--- src/rtl/aarp_pkg.sv ---
// Shared types and constants for the address resolution cache.
package aarp_pkg;

    localparam logic [3:0] ACT_KNOWN    = 4'd0;
    localparam logic [3:0] ACT_MCAST    = 4'd1;
    localparam logic [3:0] ACT_HELD     = 4'd2;
    localparam logic [3:0] ACT_REF_PEND = 4'd3;
    localparam logic [3:0] ACT_REF_FULL = 4'd4;
    localparam logic [3:0] ACT_QUERY    = 4'd5;
    localparam logic [3:0] ACT_RELEASE  = 4'd6;
    localparam logic [3:0] ACT_DROP     = 4'd7;
    localparam logic [3:0] ACT_REPLY    = 4'd8;
    localparam logic [3:0] ACT_NONE     = 4'd9;

    localparam logic [1:0] KIND_SEND    = 2'd0;
    localparam logic [1:0] KIND_RESP    = 2'd1;
    localparam logic [1:0] KIND_REQ     = 2'd2;
    localparam logic [1:0] KIND_TICK    = 2'd3;

    localparam logic [2:0] CFG_REFRESH  = 3'd0;
    localparam logic [2:0] CFG_RESOLVE  = 3'd1;
    localparam logic [2:0] CFG_RETRY    = 3'd2;
    localparam logic [2:0] CFG_OWN_NET  = 3'd3;
    localparam logic [2:0] CFG_OWN_NODE = 3'd4;

    localparam logic [47:0] MCAST_HW    = 48'h0900_07FF_FFFF;

    // per-slot compare results
    typedef struct packed {
        logic live;
        logic resolved;
        logic match;
        logic expired;
        logic tries_lt;
    } t_slot_eval;

endpackage

--- src/rtl/aarp_slot_cmp.sv ---
// Compare unit shared by every pass over the table slots.
module aarp_slot_cmp
    import aarp_pkg::*;
(
    input  logic        i_valid,
    input  logic        i_resolved,
    input  logic [15:0] i_ent_net,
    input  logic [7:0]  i_ent_node,
    input  logic [31:0] i_ent_expiry,
    input  logic [3:0]  i_ent_tries,
    input  logic [15:0] i_key_net,
    input  logic [7:0]  i_key_node,
    input  logic [31:0] i_now,
    input  logic [3:0]  i_limit,
    output t_slot_eval  o_eval
);

    always_comb begin
        o_eval.live     = i_valid;
        o_eval.resolved = i_resolved;
        o_eval.match    = i_valid && (i_ent_net == i_key_net) && (i_ent_node == i_key_node);
        o_eval.expired  = i_ent_expiry < i_now;
        o_eval.tries_lt = i_ent_tries < i_limit;
    end

endmodule

--- src/rtl/aarp_address_resolution_cache.sv ---
// Top level: table storage, slot sequencer and output register.
// Every request first scans all ENTRIES slots (one per cycle), then emits.
// Send/response/request then emit one result (a send that allocates a new entry
// adds its query after it); a tick makes a second pass emitting queries and drops,
// with an extra step per slot queried and then dropped, then a final result. Output
// stalls hold the flow; ready again the cycle after the last result; reset clears the state and valid bits.
module aarp_address_resolution_cache
    import aarp_pkg::*;
#(
    parameter int ENTRIES = 16
) (
    input  logic         i_clk,
    input  logic         i_rst_n,
    input  logic         s_axis_tvalid,
    output logic         s_axis_tready,
    // peer_net[15:0] peer_node[23:16] peer_hw[71:24] asked_net[87:72]
    // asked_node[95:88] now_seconds[127:96]
    input  logic [127:0] s_axis_tdata,
    // kind[1:0]
    input  logic [1:0]   s_axis_tuser,
    output logic         m_axis_tvalid,
    input  logic         m_axis_tready,
    // slot[3:0] dest_hw[51:4] target_net[67:52] target_node[75:68]
    // any_pending[76] zero[79:77]
    output logic [79:0]  m_axis_tdata,
    // action[3:0]
    output logic [3:0]   m_axis_tuser,
    output logic         m_axis_tlast,
    input  logic         i_cfg_we,
    input  logic [2:0]   i_cfg_idx,
    input  logic [15:0]  i_cfg_data
);

    localparam int IW = $clog2(ENTRIES);
    localparam logic [IW-1:0] LAST_IDX = IW'(ENTRIES - 1);

    localparam logic [2:0] ST_IDLE   = 3'd0;
    localparam logic [2:0] ST_SCAN   = 3'd1;
    localparam logic [2:0] ST_DECIDE = 3'd2;
    localparam logic [2:0] ST_QUERY  = 3'd3;
    localparam logic [2:0] ST_TICK   = 3'd4;
    localparam logic [2:0] ST_TDROP  = 3'd5;
    localparam logic [2:0] ST_FINAL  = 3'd6;

    logic [15:0] r_refresh, r_resolve, r_own_net;
    logic [3:0]  r_retry;
    logic [7:0]  r_own_node;

    logic [15:0] mem_net    [ENTRIES];
    logic [7:0]  mem_node   [ENTRIES];
    logic [47:0] mem_hw     [ENTRIES];
    logic [31:0] mem_expiry [ENTRIES];
    logic [3:0]  mem_tries  [ENTRIES];
    logic [ENTRIES-1:0] r_valid, n_valid, r_resolved, n_resolved;

    logic [2:0]    r_state, n_state;
    logic [IW-1:0] r_idx, n_idx;
    logic [1:0]    r_kind;
    logic [15:0]   r_pnet, r_anet;
    logic [7:0]    r_pnode, r_anode;
    logic [47:0]   r_phw;
    logic [31:0]   r_now;

    logic r_fres, n_fres, r_fpend, n_fpend, r_ffree, n_ffree;
    logic r_pbefore, n_pbefore, r_pother, n_pother, r_ptick, n_ptick;
    logic [IW-1:0] r_sres, n_sres, r_spend, n_spend, r_sfree, n_sfree;

    logic        r_ovalid;
    logic [3:0]  r_oact, r_oslot;
    logic [47:0] r_ohw;
    logic [15:0] r_onet;
    logic [7:0]  r_onode;
    logic        r_opend, r_olast;

    logic        accept, can_emit;
    logic        e_go, e_last;
    logic [3:0]  e_act;
    logic [IW-1:0] e_slot;
    logic [47:0] e_hw;
    logic [15:0] e_net;
    logic [7:0]  e_node;
    logic        e_pend;

    logic [IW-1:0] w_ra, w_wa;
    logic we_key, we_hw, we_exp, we_tries;
    logic [31:0] w_exp;
    logic [3:0]  w_tries;
    t_slot_eval  ev;

    assign accept   = s_axis_tvalid && s_axis_tready;
    assign can_emit = !r_ovalid || m_axis_tready;
    assign s_axis_tready = (r_state == ST_IDLE);

    assign w_ra = (r_state == ST_DECIDE) ? r_sres : r_idx;

    aarp_slot_cmp u_cmp (
        .i_valid      (r_valid[w_ra]),
        .i_resolved   (r_resolved[w_ra]),
        .i_ent_net    (mem_net[w_ra]),
        .i_ent_node   (mem_node[w_ra]),
        .i_ent_expiry (mem_expiry[w_ra]),
        .i_ent_tries  (mem_tries[w_ra]),
        .i_key_net    (r_pnet),
        .i_key_node   (r_pnode),
        .i_now        (r_now),
        .i_limit      (r_retry),
        .o_eval       (ev)
    );

    // config
    always_ff @(posedge i_clk) begin
        if (!i_rst_n) begin
            r_refresh  <= 16'd300;
            r_resolve  <= 16'd10;
            r_retry    <= 4'd10;
            r_own_net  <= 16'd0;
            r_own_node <= 8'd0;
        end else if (i_cfg_we) begin
            case (i_cfg_idx)
                CFG_REFRESH:  r_refresh  <= i_cfg_data;
                CFG_RESOLVE:  r_resolve  <= i_cfg_data;
                CFG_RETRY:    r_retry    <= i_cfg_data[3:0];
                CFG_OWN_NET:  r_own_net  <= i_cfg_data;
                CFG_OWN_NODE: r_own_node <= i_cfg_data[7:0];
                default: ;
            endcase
        end
    end

    always_comb begin
        n_state = r_state;   n_idx = r_idx;
        n_valid = r_valid;   n_resolved = r_resolved;
        n_fres = r_fres;     n_sres = r_sres;
        n_fpend = r_fpend;   n_spend = r_spend;
        n_ffree = r_ffree;   n_sfree = r_sfree;
        n_pbefore = r_pbefore; n_pother = r_pother; n_ptick = r_ptick;
        e_go = 1'b0; e_last = 1'b0; e_act = ACT_NONE; e_slot = '0;
        e_hw = '0; e_net = '0; e_node = '0;
        e_pend = r_pbefore;
        w_wa = r_idx;
        we_key = 1'b0; we_hw = 1'b0; we_exp = 1'b0; we_tries = 1'b0;
        w_exp = r_now + {16'd0, r_refresh};
        w_tries = (mem_tries[w_ra] == 4'hF) ? 4'hF : mem_tries[w_ra] + 4'd1;

        case (r_state)
            ST_IDLE: begin
                if (accept) begin
                    n_state = ST_SCAN; n_idx = '0;
                    n_fres = 1'b0; n_fpend = 1'b0; n_ffree = 1'b0;
                    n_pbefore = 1'b0; n_pother = 1'b0; n_ptick = 1'b0;
                end
            end
            ST_SCAN: begin
                if (ev.match && ev.resolved && !r_fres) begin
                    n_fres = 1'b1; n_sres = r_idx;
                end
                if (ev.live && !ev.resolved) begin
                    n_pbefore = 1'b1;
                    if (ev.match && !r_fpend) begin
                        n_fpend = 1'b1; n_spend = r_idx;
                    end else begin
                        n_pother = 1'b1;
                    end
                    if (ev.tries_lt && !ev.expired)
                        n_ptick = 1'b1;
                end
                if (!ev.live && !r_ffree) begin
                    n_ffree = 1'b1; n_sfree = r_idx;
                end
                if (r_idx == LAST_IDX) begin
                    n_idx = '0;
                    n_state = (r_kind == KIND_TICK) ? ST_TICK : ST_DECIDE;
                end else begin
                    n_idx = r_idx + IW'(1);
                end
            end
            ST_DECIDE: begin
                if (can_emit) begin
                    e_go = 1'b1; e_last = 1'b1; n_state = ST_IDLE;
                    case (r_kind)
                        KIND_SEND: begin
                            if (r_pnode == 8'hFF) begin
                                e_act = ACT_MCAST; e_hw = MCAST_HW;
                            end else if (r_fres) begin
                                e_act = ACT_KNOWN; e_slot = r_sres; e_hw = mem_hw[w_ra];
                                w_wa = r_sres; we_exp = 1'b1;
                            end else if (r_fpend) begin
                                e_act = ACT_REF_PEND; e_slot = r_spend;
                            end else if (r_ffree) begin
                                // new pending entry; its first query follows
                                e_act = ACT_HELD; e_slot = r_sfree; e_last = 1'b0;
                                e_pend = 1'b1;
                                w_wa = r_sfree; we_key = 1'b1; we_exp = 1'b1;
                                we_tries = 1'b1; w_tries = 4'd1;
                                w_exp = r_now + {16'd0, r_resolve};
                                n_valid[r_sfree] = 1'b1; n_resolved[r_sfree] = 1'b0;
                                n_state = ST_QUERY;
                            end else begin
                                e_act = ACT_REF_FULL;
                            end
                        end
                        KIND_RESP: begin
                            if (r_fpend) begin
                                e_act = ACT_RELEASE; e_slot = r_spend; e_hw = r_phw;
                                e_pend = r_pother;
                                w_wa = r_spend; we_hw = 1'b1;
                                n_resolved[r_spend] = 1'b1;
                            end
                        end
                        KIND_REQ: begin
                            if ((r_anode == r_own_node) && !(r_anet != 16'd0 &&
                                r_own_net != 16'd0 && r_anet != r_own_net)) begin
                                e_act = ACT_REPLY; e_hw = r_phw;
                                e_net = r_pnet; e_node = r_pnode;
                            end
                        end
                        default: ;
                    endcase
                end
            end
            ST_QUERY: begin
                if (can_emit) begin
                    e_go = 1'b1; e_last = 1'b1; e_act = ACT_QUERY; e_slot = r_sfree;
                    e_net = r_pnet; e_node = r_pnode; e_pend = 1'b1;
                    n_state = ST_IDLE;
                end
            end
            ST_TICK, ST_TDROP: begin
                e_pend = r_ptick;
                e_slot = r_idx;
                if (r_state == ST_TDROP || (ev.live && !ev.resolved && !ev.tries_lt)) begin
                    if (can_emit) begin
                        e_go = 1'b1; e_act = ACT_DROP;
                        n_valid[r_idx] = 1'b0;
                        n_idx = r_idx + IW'(1);
                        n_state = (r_idx == LAST_IDX) ? ST_FINAL : ST_TICK;
                    end
                end else if (ev.live && !ev.resolved) begin
                    if (can_emit) begin
                        e_go = 1'b1; e_act = ACT_QUERY;
                        e_net = mem_net[w_ra]; e_node = mem_node[w_ra];
                        we_tries = 1'b1;
                        if (ev.expired) begin
                            n_state = ST_TDROP;
                        end else begin
                            n_idx = r_idx + IW'(1);
                            n_state = (r_idx == LAST_IDX) ? ST_FINAL : ST_TICK;
                        end
                    end
                end else begin
                    if (ev.live && ev.expired) begin
                        n_valid[r_idx] = 1'b0; n_resolved[r_idx] = 1'b0;
                    end
                    n_idx = r_idx + IW'(1);
                    n_state = (r_idx == LAST_IDX) ? ST_FINAL : ST_TICK;
                end
            end
            ST_FINAL: begin
                if (can_emit) begin
                    e_go = 1'b1; e_last = 1'b1; e_pend = r_ptick; n_state = ST_IDLE;
                end
            end
            default: n_state = ST_IDLE;
        endcase
    end

    // table storage
    always_ff @(posedge i_clk) begin
        if (we_key) begin
            mem_net[w_wa]  <= r_pnet;
            mem_node[w_wa] <= r_pnode;
        end
        if (we_hw)    mem_hw[w_wa]     <= r_phw;
        if (we_exp)   mem_expiry[w_wa] <= w_exp;
        if (we_tries) mem_tries[w_wa]  <= w_tries;
    end

    always_ff @(posedge i_clk) begin
        if (!i_rst_n) begin
            r_state    <= ST_IDLE;
            r_valid    <= '0;
            r_resolved <= '0;
            r_ovalid   <= 1'b0;
        end else begin
            r_state    <= n_state;
            r_valid    <= n_valid;
            r_resolved <= n_resolved;
            if (e_go)
                r_ovalid <= 1'b1;
            else if (m_axis_tready)
                r_ovalid <= 1'b0;
        end
    end

    always_ff @(posedge i_clk) begin
        r_idx <= n_idx;
        r_fres <= n_fres;   r_sres <= n_sres;
        r_fpend <= n_fpend; r_spend <= n_spend;
        r_ffree <= n_ffree; r_sfree <= n_sfree;
        r_pbefore <= n_pbefore; r_pother <= n_pother; r_ptick <= n_ptick;
        if (accept) begin
            r_kind  <= s_axis_tuser;
            r_pnet  <= s_axis_tdata[15:0];
            r_pnode <= s_axis_tdata[23:16];
            r_phw   <= s_axis_tdata[71:24];
            r_anet  <= s_axis_tdata[87:72];
            r_anode <= s_axis_tdata[95:88];
            r_now   <= s_axis_tdata[127:96];
        end
        if (e_go) begin
            r_oact  <= e_act;
            r_oslot <= 4'(e_slot);
            r_ohw   <= e_hw;
            r_onet  <= e_net;
            r_onode <= e_node;
            r_opend <= e_pend;
            r_olast <= e_last;
        end
    end

    assign m_axis_tvalid = r_ovalid;
    assign m_axis_tuser  = r_oact;
    assign m_axis_tlast  = r_olast;
    assign m_axis_tdata  = {3'd0, r_opend, r_onode, r_onet, r_ohw, r_oslot};

    a_last_idle: assert property (@(posedge i_clk) disable iff (!i_rst_n)
        e_go && e_last |=> r_state == ST_IDLE)
        else $error("final result did not return to idle");
    a_res_valid: assert property (@(posedge i_clk) disable iff (!i_rst_n)
        (r_resolved & ~r_valid) == '0)
        else $error("resolved bit set on a free slot");
    a_scan_start: assert property (@(posedge i_clk) disable iff (!i_rst_n)
        accept |=> r_state == ST_SCAN && r_idx == '0)
        else $error("scan did not start at slot zero");
    a_emit_room: assert property (@(posedge i_clk) disable iff (!i_rst_n)
        e_go |-> can_emit)
        else $error("result overwrote a waiting result");

endmodule

--- config.mk ---
export PLATFORM = sky130hd
export DESIGN_NAME = aarp_address_resolution_cache
export DESIGN_NICKNAME = d
export VERILOG_FILES = /design/src/rtl/aarp_pkg.sv /design/src/rtl/aarp_slot_cmp.sv /design/src/rtl/aarp_address_resolution_cache.sv
export SDC_FILE = /design/constraint.sdc
export NUM_CORES = 2
export LEC_CHECK = 0
export ABC_AREA = 1
export BUFFER_PORTS_ARGS = -buffer_cell sky130_fd_sc_hd__clkbuf_2
export CORE_ASPECT_RATIO = 0.6
export CORE_MARGIN = 4
export CORE_UTILIZATION = 50
export CTS_CLUSTER_SIZE = 14
export DETAILED_ROUTE_END_ITERATION = 10
export PLACE_DENSITY_LB_ADDON = 0.1
export SETUP_SLACK_MARGIN = 0.15
export SLEW_MARGIN = 20
export SYNTH_ARGS = -nofsm -noshare
export SYNTH_HDL_FRONTEND = slang
export SYNTH_SLANG_ARGS = --single-unit
--- constraint.sdc ---
create_clock -name i_clk -period 22.7 [get_ports i_clk]
set_input_delay 1.135 -clock i_clk [delete_from_list [all_inputs] [get_ports i_clk]]
set_output_delay 1.135 -clock i_clk [all_outputs]
set_load 0.03 [all_outputs]
# After elaboration in Yosys (flattened, before gate mapping)
# Memories as Yosys holds them, arrays and structs flattened.
# Cells that the tools add are included.
dict set report word_totals {
  inputBits 154
  latch_bits 0
  out_inout_bits 87
  rom_bits 0
  ff_bits 330
  memories 5
  elab_cells 355
  mem_bits_rw 1728
}
dict set report op_classes {
  order_cmp 9
  bitwise 7
  multipliers 0
  shift 0
  muxes 189
  n_eq_ne 49
  n_reduce_logical 59
  add_sub_neg 4
  n_div 0
}
# memory words width read_ports rd_ports_with_merged_regs write_ports line
set mem_list {}
lappend mem_list {mem_hw 16 48 1 0 1 aarp_address_resolution_cache.sv:51} ;# logic [47:0] mem_hw [ENTRIES];
lappend mem_list {mem_expiry 16 32 1 0 1 aarp_address_resolution_cache.sv:52} ;# logic [31:0] mem_expiry [ENTRIES];
lappend mem_list {mem_net 16 16 1 0 1 aarp_address_resolution_cache.sv:49} ;# logic [15:0] mem_net [ENTRIES];
lappend mem_list {mem_node 16 8 1 0 1 aarp_address_resolution_cache.sv:50} ;# logic [7:0] mem_node [ENTRIES];
lappend mem_list {mem_tries 16 4 1 0 1 aarp_address_resolution_cache.sv:53} ;# logic [3:0] mem_tries [ENTRIES];
# cell count
set ops {}
lappend ops {{2-to-1 mux 16 bit} 26}
lappend ops {{2-to-1 mux 32 bit} 7}
lappend ops {{2-to-1 mux 48 bit} 4}
lappend ops {{2-to-1 mux 4 bit} 36}
lappend ops {{case mux 48 bit (3 select lines)} 1}
lappend ops {{case mux 16 bit (2 select lines)} 3}
lappend ops {{adder 32 x 16 -> 32 bit} 2}
lappend ops {{2-to-1 mux 1 bit} 60}
lappend ops {{2-to-1 mux 8 bit} 7}
lappend ops {{AND 16 bit} 3}
lappend ops {{case mux 16 bit (3 select lines)} 1}
lappend ops {{case mux 4 bit (3 select lines)} 4}
lappend ops {{2-to-1 mux 3 bit} 13}
lappend ops {{< comparator 32 bit} 1}
lappend ops {{NOT 16 bit} 2}
lappend ops {{bitwise OR 16 bit} 2}
lappend ops {{nonzero test 16 bit} 2}
lappend ops {{!= test 2 bit (second input constant)} 15}
lappend ops {{!= test 3 bit (second input constant)} 9}
lappend ops {{case mux 8 bit (3 select lines)} 1}
lappend ops {{< comparator 4 x 5 -> 1 bit (second input constant)} 4}
lappend ops {{case mux 1 bit (2 select lines)} 10}
lappend ops {{logical AND 1 bit} 17}
lappend ops {{== test 16 bit} 1}
lappend ops {{36 further kinds} 86}

# Depth between registers and ports, before layout
dict set report depth {
  ltp_word 13
  mapped_depth 33
  mapped_depth_nobuf 25
}

# Cells and area by module
# A second synthesis with hierarchy kept.
dict set report hier_totals {
  hier_cells 7477
  area_unflattened_um2 86245.2
}
# mod n_inst area_each_um2 cells_each seq_area_each_um2
set by_module_without_submodules {}
lappend by_module_without_submodules {aarp_address_resolution_cache 1 85004.0 7266 60838.3}
lappend by_module_without_submodules {aarp_slot_cmp 1 1241.2 211 0.0}

# Worst setup path before layout
# No wires, ideal clock.
dict set report synth_timing {
  kind {input-to-reg}
  from {in s_axis_tvalid}
  to {reg r_pother (enable)}
  path_slack_ps 14669
  required_time_ps 22389
  cell_stages 5
  t_arrival_ps 7720
  setup_time_ps 311
  cell_sequence {inv_1 > nor2_1 > inv_1 > nand2_1 > a21boi_0}
}
dict set report synth_between {
  elab_chain_cells 3
}
# element line
set synth_rtl {}
lappend synth_rtl {{start: declaration} aarp_address_resolution_cache.sv:14} ;# input logic s_axis_tvalid,
lappend synth_rtl {{logical AND 1 bit} aarp_address_resolution_cache.sv:90} ;# assign accept = s_axis_tvalid && s_axis_tready;
lappend synth_rtl {{named net accept} aarp_address_resolution_cache.sv:75} ;# logic accept, can_emit;
lappend synth_rtl {{!= test 2 x 1 -> 1 bit (no line)} --}
lappend synth_rtl {{AND reduction 4 bit (no line)} --}
lappend synth_rtl {{end signal: assignment} aarp_address_resolution_cache.sv:300} ;# r_pbefore <= n_pbefore; r_pother <= n_pother; r_ptick <= n_ptick;
lappend synth_rtl {{end: declaration} aarp_address_resolution_cache.sv:65} ;# logic r_pbefore, n_pbefore, r_pother, n_pother, r_ptick, n_ptick;
# The timed path passes the listed nets, and every way through them passes these cells.
# A chain may end at the register's enable or synchronous reset.

# Final worst setup path
dict set report layout_timing {
  from {reg r_idx[0]}
  to {reg r_resolved[12]}
}
dict set report layout_between {
  elab_chain_cells 10
  word_cells_on_any_way 30
}
# element line
set layout_rtl {}
lappend layout_rtl {{start: declaration} aarp_address_resolution_cache.sv:57} ;# logic [IW-1:0] r_idx, n_idx;
lappend layout_rtl {{start signal: assignment} aarp_address_resolution_cache.sv:296} ;# r_idx <= n_idx;
lappend layout_rtl {{parallel branches: the longest is 10 deep, another holds memory (16 x 32 bit)} --}
lappend layout_rtl {{end signal: assignment} aarp_address_resolution_cache.sv:287} ;# r_resolved <= n_resolved;
lappend layout_rtl {{end: declaration} aarp_address_resolution_cache.sv:54} ;# logic [ENTRIES-1:0] r_valid, n_valid, r_resolved, n_resolved;
# Several ways; the timed one is not identified. The select of a mux whose other input is x is not followed.

==> impl_results.md <==
- Layout cell share with drive strength beyond 1: 9.66%
- Ports: roughly 240
- GRT Residual Overflow: 0
- Gr usage total: 26.8%
- Layout Cell Area excl Fill: 95000 um2
- Unrepaired setup endpoints after global routing: false
- Power per cell area: about 120 nW/um2
- Status: finished clean
- Worst slew margin: 23.9%
- Final Wtd Congestion: 0.925
- Sort of element at the start of the critical path: flop
- Insertion delay to the later sink of the worst-skew pair: roughly 840 ps
- Final hold viol count: 0
- Number of nets with antenna violations after routing: 0
- Flop2flop setup slack: 15570 ps
- Tightest Hold Check Type: in2reg
- Clock Skew: ~53 ps
- Leakage: roughly 0.033 uW
- Number of warnings reported in the yosys synthesis log: 0
- Worst-margin pin slew: 1140 ps
- R2R Path End: r_resolved[12]$_SDFFE_PN0P_
- Maximum clock frequency: 140 MHz
- Total count of max-transition violations in the final report: 0
- Placement Rows: 117
- Synthesized area per cell: 12.0 um2
- Capturing instance or port of the critical path: r_resolved[12]$_SDFFE_PN0P_
- Data required time at the worst endpoint: around 23000 ps
- Port Buffers: 237
- H-tree level count: 4
- Final critical-path required period: 7130 ps
- Critical path type: reg2reg
- Core region area: 170000 um2
- Min-delay src: s_axis_tdata[26]
- Vias after detailed routing: 57300
- Dpl ws: approximately 16000 ps
- Element type at the critical path end: flop
- Critical Path Fanout Max: 180
- Area growth from synthesis to final layout: 10.9%
- Wire length after detailed routing: about 240000 um
- Post-route total power: 11700 uW
- Reported max-cap violation count: 0
- Part of the Yosys area used for sequential elements: 71.0%
- CTS sink count: 2058
- Placed cell area: a little under 90000 um2
- Clock Root Buffer: clkbuf_16
- Number of global-route vias before repair: 53200
- Initial detailed-routing violation count: 7639
- Share of flip-flops with an asynchronous set or reset: 0%
- Total area of multi-input combinational cells: 22300 um2
- Area of the die: 178000 um2
- Total of fill cells in the finished design: 14200
- Chip Height: roughly 330 um
- Reg-to-reg startpoint: r_idx[0]$_DFFE_PP_
- Die outline width: 542 um
- Length in cells of the worst reg-to-reg path: 22
- DP Wirelength: 130000 um
- Clock tree from TritonCTS: done
- Final-report setup violation count: 0
- Number of flops mapped to enable cells by yosys: 1962
- Max clock buf depth: 4
- WP data arrival: a little under 8000 ps
- Fin nets: 7521
- Routed wirelength normalized by instance count: between 20 and 30 um
- Setup Total Neg Slack: 0 ps
- Synth Flop Type: edfxtp_1
- Share of the clock period used by the worst path after layout: about a third
- Critical Path Start: r_idx[0]$_DFFE_PP_
- Initial core utilization: 50.4%
- Initial antenna violation count: 3
- Global-route wire length before repair: 358000 um
- Vias/cell: 5.91
- Post-synthesis instance area: 85700 um2
- Largest voltage drop on the vdd net: 0.000114 V
- Maximum number of pins on one net before global-route repair: 205
- Number of CTS-inserted buffers: 195
- Post_cts resized: 0
- Unique masters post-synth: 64
- Synth Instances: a little over 7000
- Worst hold-check slack: 465 ps
- Seq. cell area: between 60000 and 70000 um2
- Hold buffer count at cts: 0
- Number of detailed-route iterations in the first pass: 7
- DRC errors left: 0
- Register bit total from synthesis: 2058
- CTS clk-pin slew, worst paths: 70 ps
- Number of buffers inserted by post-CTS setup repair: 0
- Post-route setup slack: around 16000 ps
==> registers in the layout (all words and copies together) (netlist names), 16 cells and up <==
register / count
r_onet: 16
mem_hw: 768
mem_expiry: 512
r_anet: 16
r_now: 32
r_resolved: 16
r_refresh: 16
mem_node: 128
mem_net: 256
r_phw: 48
r_pnet: 16
mem_tries: 64
r_ohw: 48
r_resolve: 16
r_own_net: 16
r_valid: 16
==> where the power goes <==
group          leakage [uW]  internal [uW]  total (uW)  switching, uW
sequential           0.0185           4540        4720            179
clock               0.00280           1670        3050           1380
combinational        0.0117           1110        3980           2870
==> cell usage after synthesis, types with 20 or more instances <==
cell	number	area share (%)
a211oi_1	20	0.18
buf_1	39	0.17
o211ai_1	157	1.4
nand3_1	955	5.6
nor4_1	20	0.15
o22ai_1	36	0.26
ha_1	71	1.0
nand2_1	1887	8.3
xor2_1	41	0.42
edfxtp_1	1962	69
inv_1	258	1.1
a32o_1	146	1.7
buf_2	192	1.1
clkbuf_1	159	0.70
o21ai_0	169	0.99
nor2_1	329	1.4
o21ai_1	24	0.14
a21oi_1	364	2.1
dfxtp_1	96	2.2
buf_4	31	0.27
==> cell families (layout without fill, tap and decap cells) <==
kind of cell / Yosys count / in the layout / share of synthesized area, %
xor+xnor: 57 / 57 / 0.583
fa+ha+maj: 73 / 73 / 1.08
flops: 2058 / 2058 / 71.0
mux: 5 / 5 / 0.0584
simple gates: 3255 / 3255 / 15.9
buf+inv: 702 / 972 / 3.62
compound gates: 1013 / 1013 / 7.71
other cells: 1 / 4 / 0.00438
==> routing by layer <==
layer	up-vias	wire length [um]	part of all wire (%)	GRT usage (%)
met5	-	0	0	0
met4	0	5720	2.3	6.38
met3	361	22800	9.3	5.19
met2	2646	105000	43	38.6
met1	28200	111000	45	41.9
li1	26100	-	-	-
==> metrics by stage <==
stage / utilization, % / std cells
after floorplan: - / 7166
after CTS: 55.8 / 9693
final: 55.9 / 9698
after global routing: 55.9 / 9698
after global placement: 52.4 / 9352
after detailed placement: 52.4 / 9354
==> worst max-delay path: stages (launching register included) <==
cell,delay (ps)
edfxtp_1,580
inv_1,250
nand2_1,130
o21ai_4,100
buf_12,480
buf_4,710
buf_4,800
nand2_1,120
a32o_1,260
o211ai_1,190
nand2_1,100
inv_1,60
ha_1,230
nand4_1,120
or3_1,140
a21oi_1,50
or4_1,410
a21oi_1,610
nand3_1,240
nand2_2,590
nand3_1,160
nand2_1,110
nor2_1,50
==> cell type report <==
class / count / share of cell area (%)
inverters: 267 / 1.06
repair buffers: 366 / 2.43
clock inverters: 86 / 0.602
well taps: 2261 / 2.98
multi-input cells: 4406 / 23.5
clock buffers: 253 / 5.44
flip-flops and latches: 2058 / 64.0
diodes: 1 / 0.00263
==> how the worst min path moves through the flow <==
| stage | slack, ps | end | depth (start not counted) |
|---|---|---|---|
| floorplan | 440 | r_refresh[2]$_SDFFE_PN1P_ | 2 |
| global placement | 450 | r_refresh[3]$_SDFFE_PN1P_ | 2 |
| detailed placement | 450 | r_refresh[3]$_SDFFE_PN1P_ | 2 |
| CTS | 410 | r_phw[2]$_DFFE_PP_ | 1 |
| global route | 430 | r_pnet[3]$_DFFE_PP_ | 1 |
| finish | 460 | r_phw[2]$_DFFE_PP_ | 1 |
==> placed cells by master (no fill, tap or decap), types with 10 or more instances in the layout <==
cell | netlist | final
o21ai_1 | 24 | 23
clkbuf_2 | 0 | 238
xor2_1 | 41 | 35
clkinv_2 | 0 | 25
dfxtp_1 | 96 | 96
nand3_1 | 955 | 955
nor3_1 | 19 | 18
clkbuf_16 | 0 | 197
nor2_1 | 329 | 273
a21oi_1 | 364 | 359
a31oi_1 | 19 | 19
buf_4 | 31 | 116
o22ai_1 | 36 | 36
o21ai_0 | 169 | 165
o221ai_1 | 11 | 11
ha_1 | 71 | 71
clkbuf_1 | 159 | 53
nor2_4 | 1 | 53
a211oi_1 | 20 | 20
o211ai_1 | 157 | 157
edfxtp_1 | 1962 | 1962
nand4_1 | 17 | 17
a32o_1 | 146 | 146
nor4_1 | 20 | 20
a311oi_1 | 16 | 16
a32oi_1 | 10 | 10
xnor2_1 | 16 | 16
clkinv_1 | 2 | 48
inv_1 | 258 | 257
nand2_1 | 1887 | 1885
(Power assumes the default switching activity.)
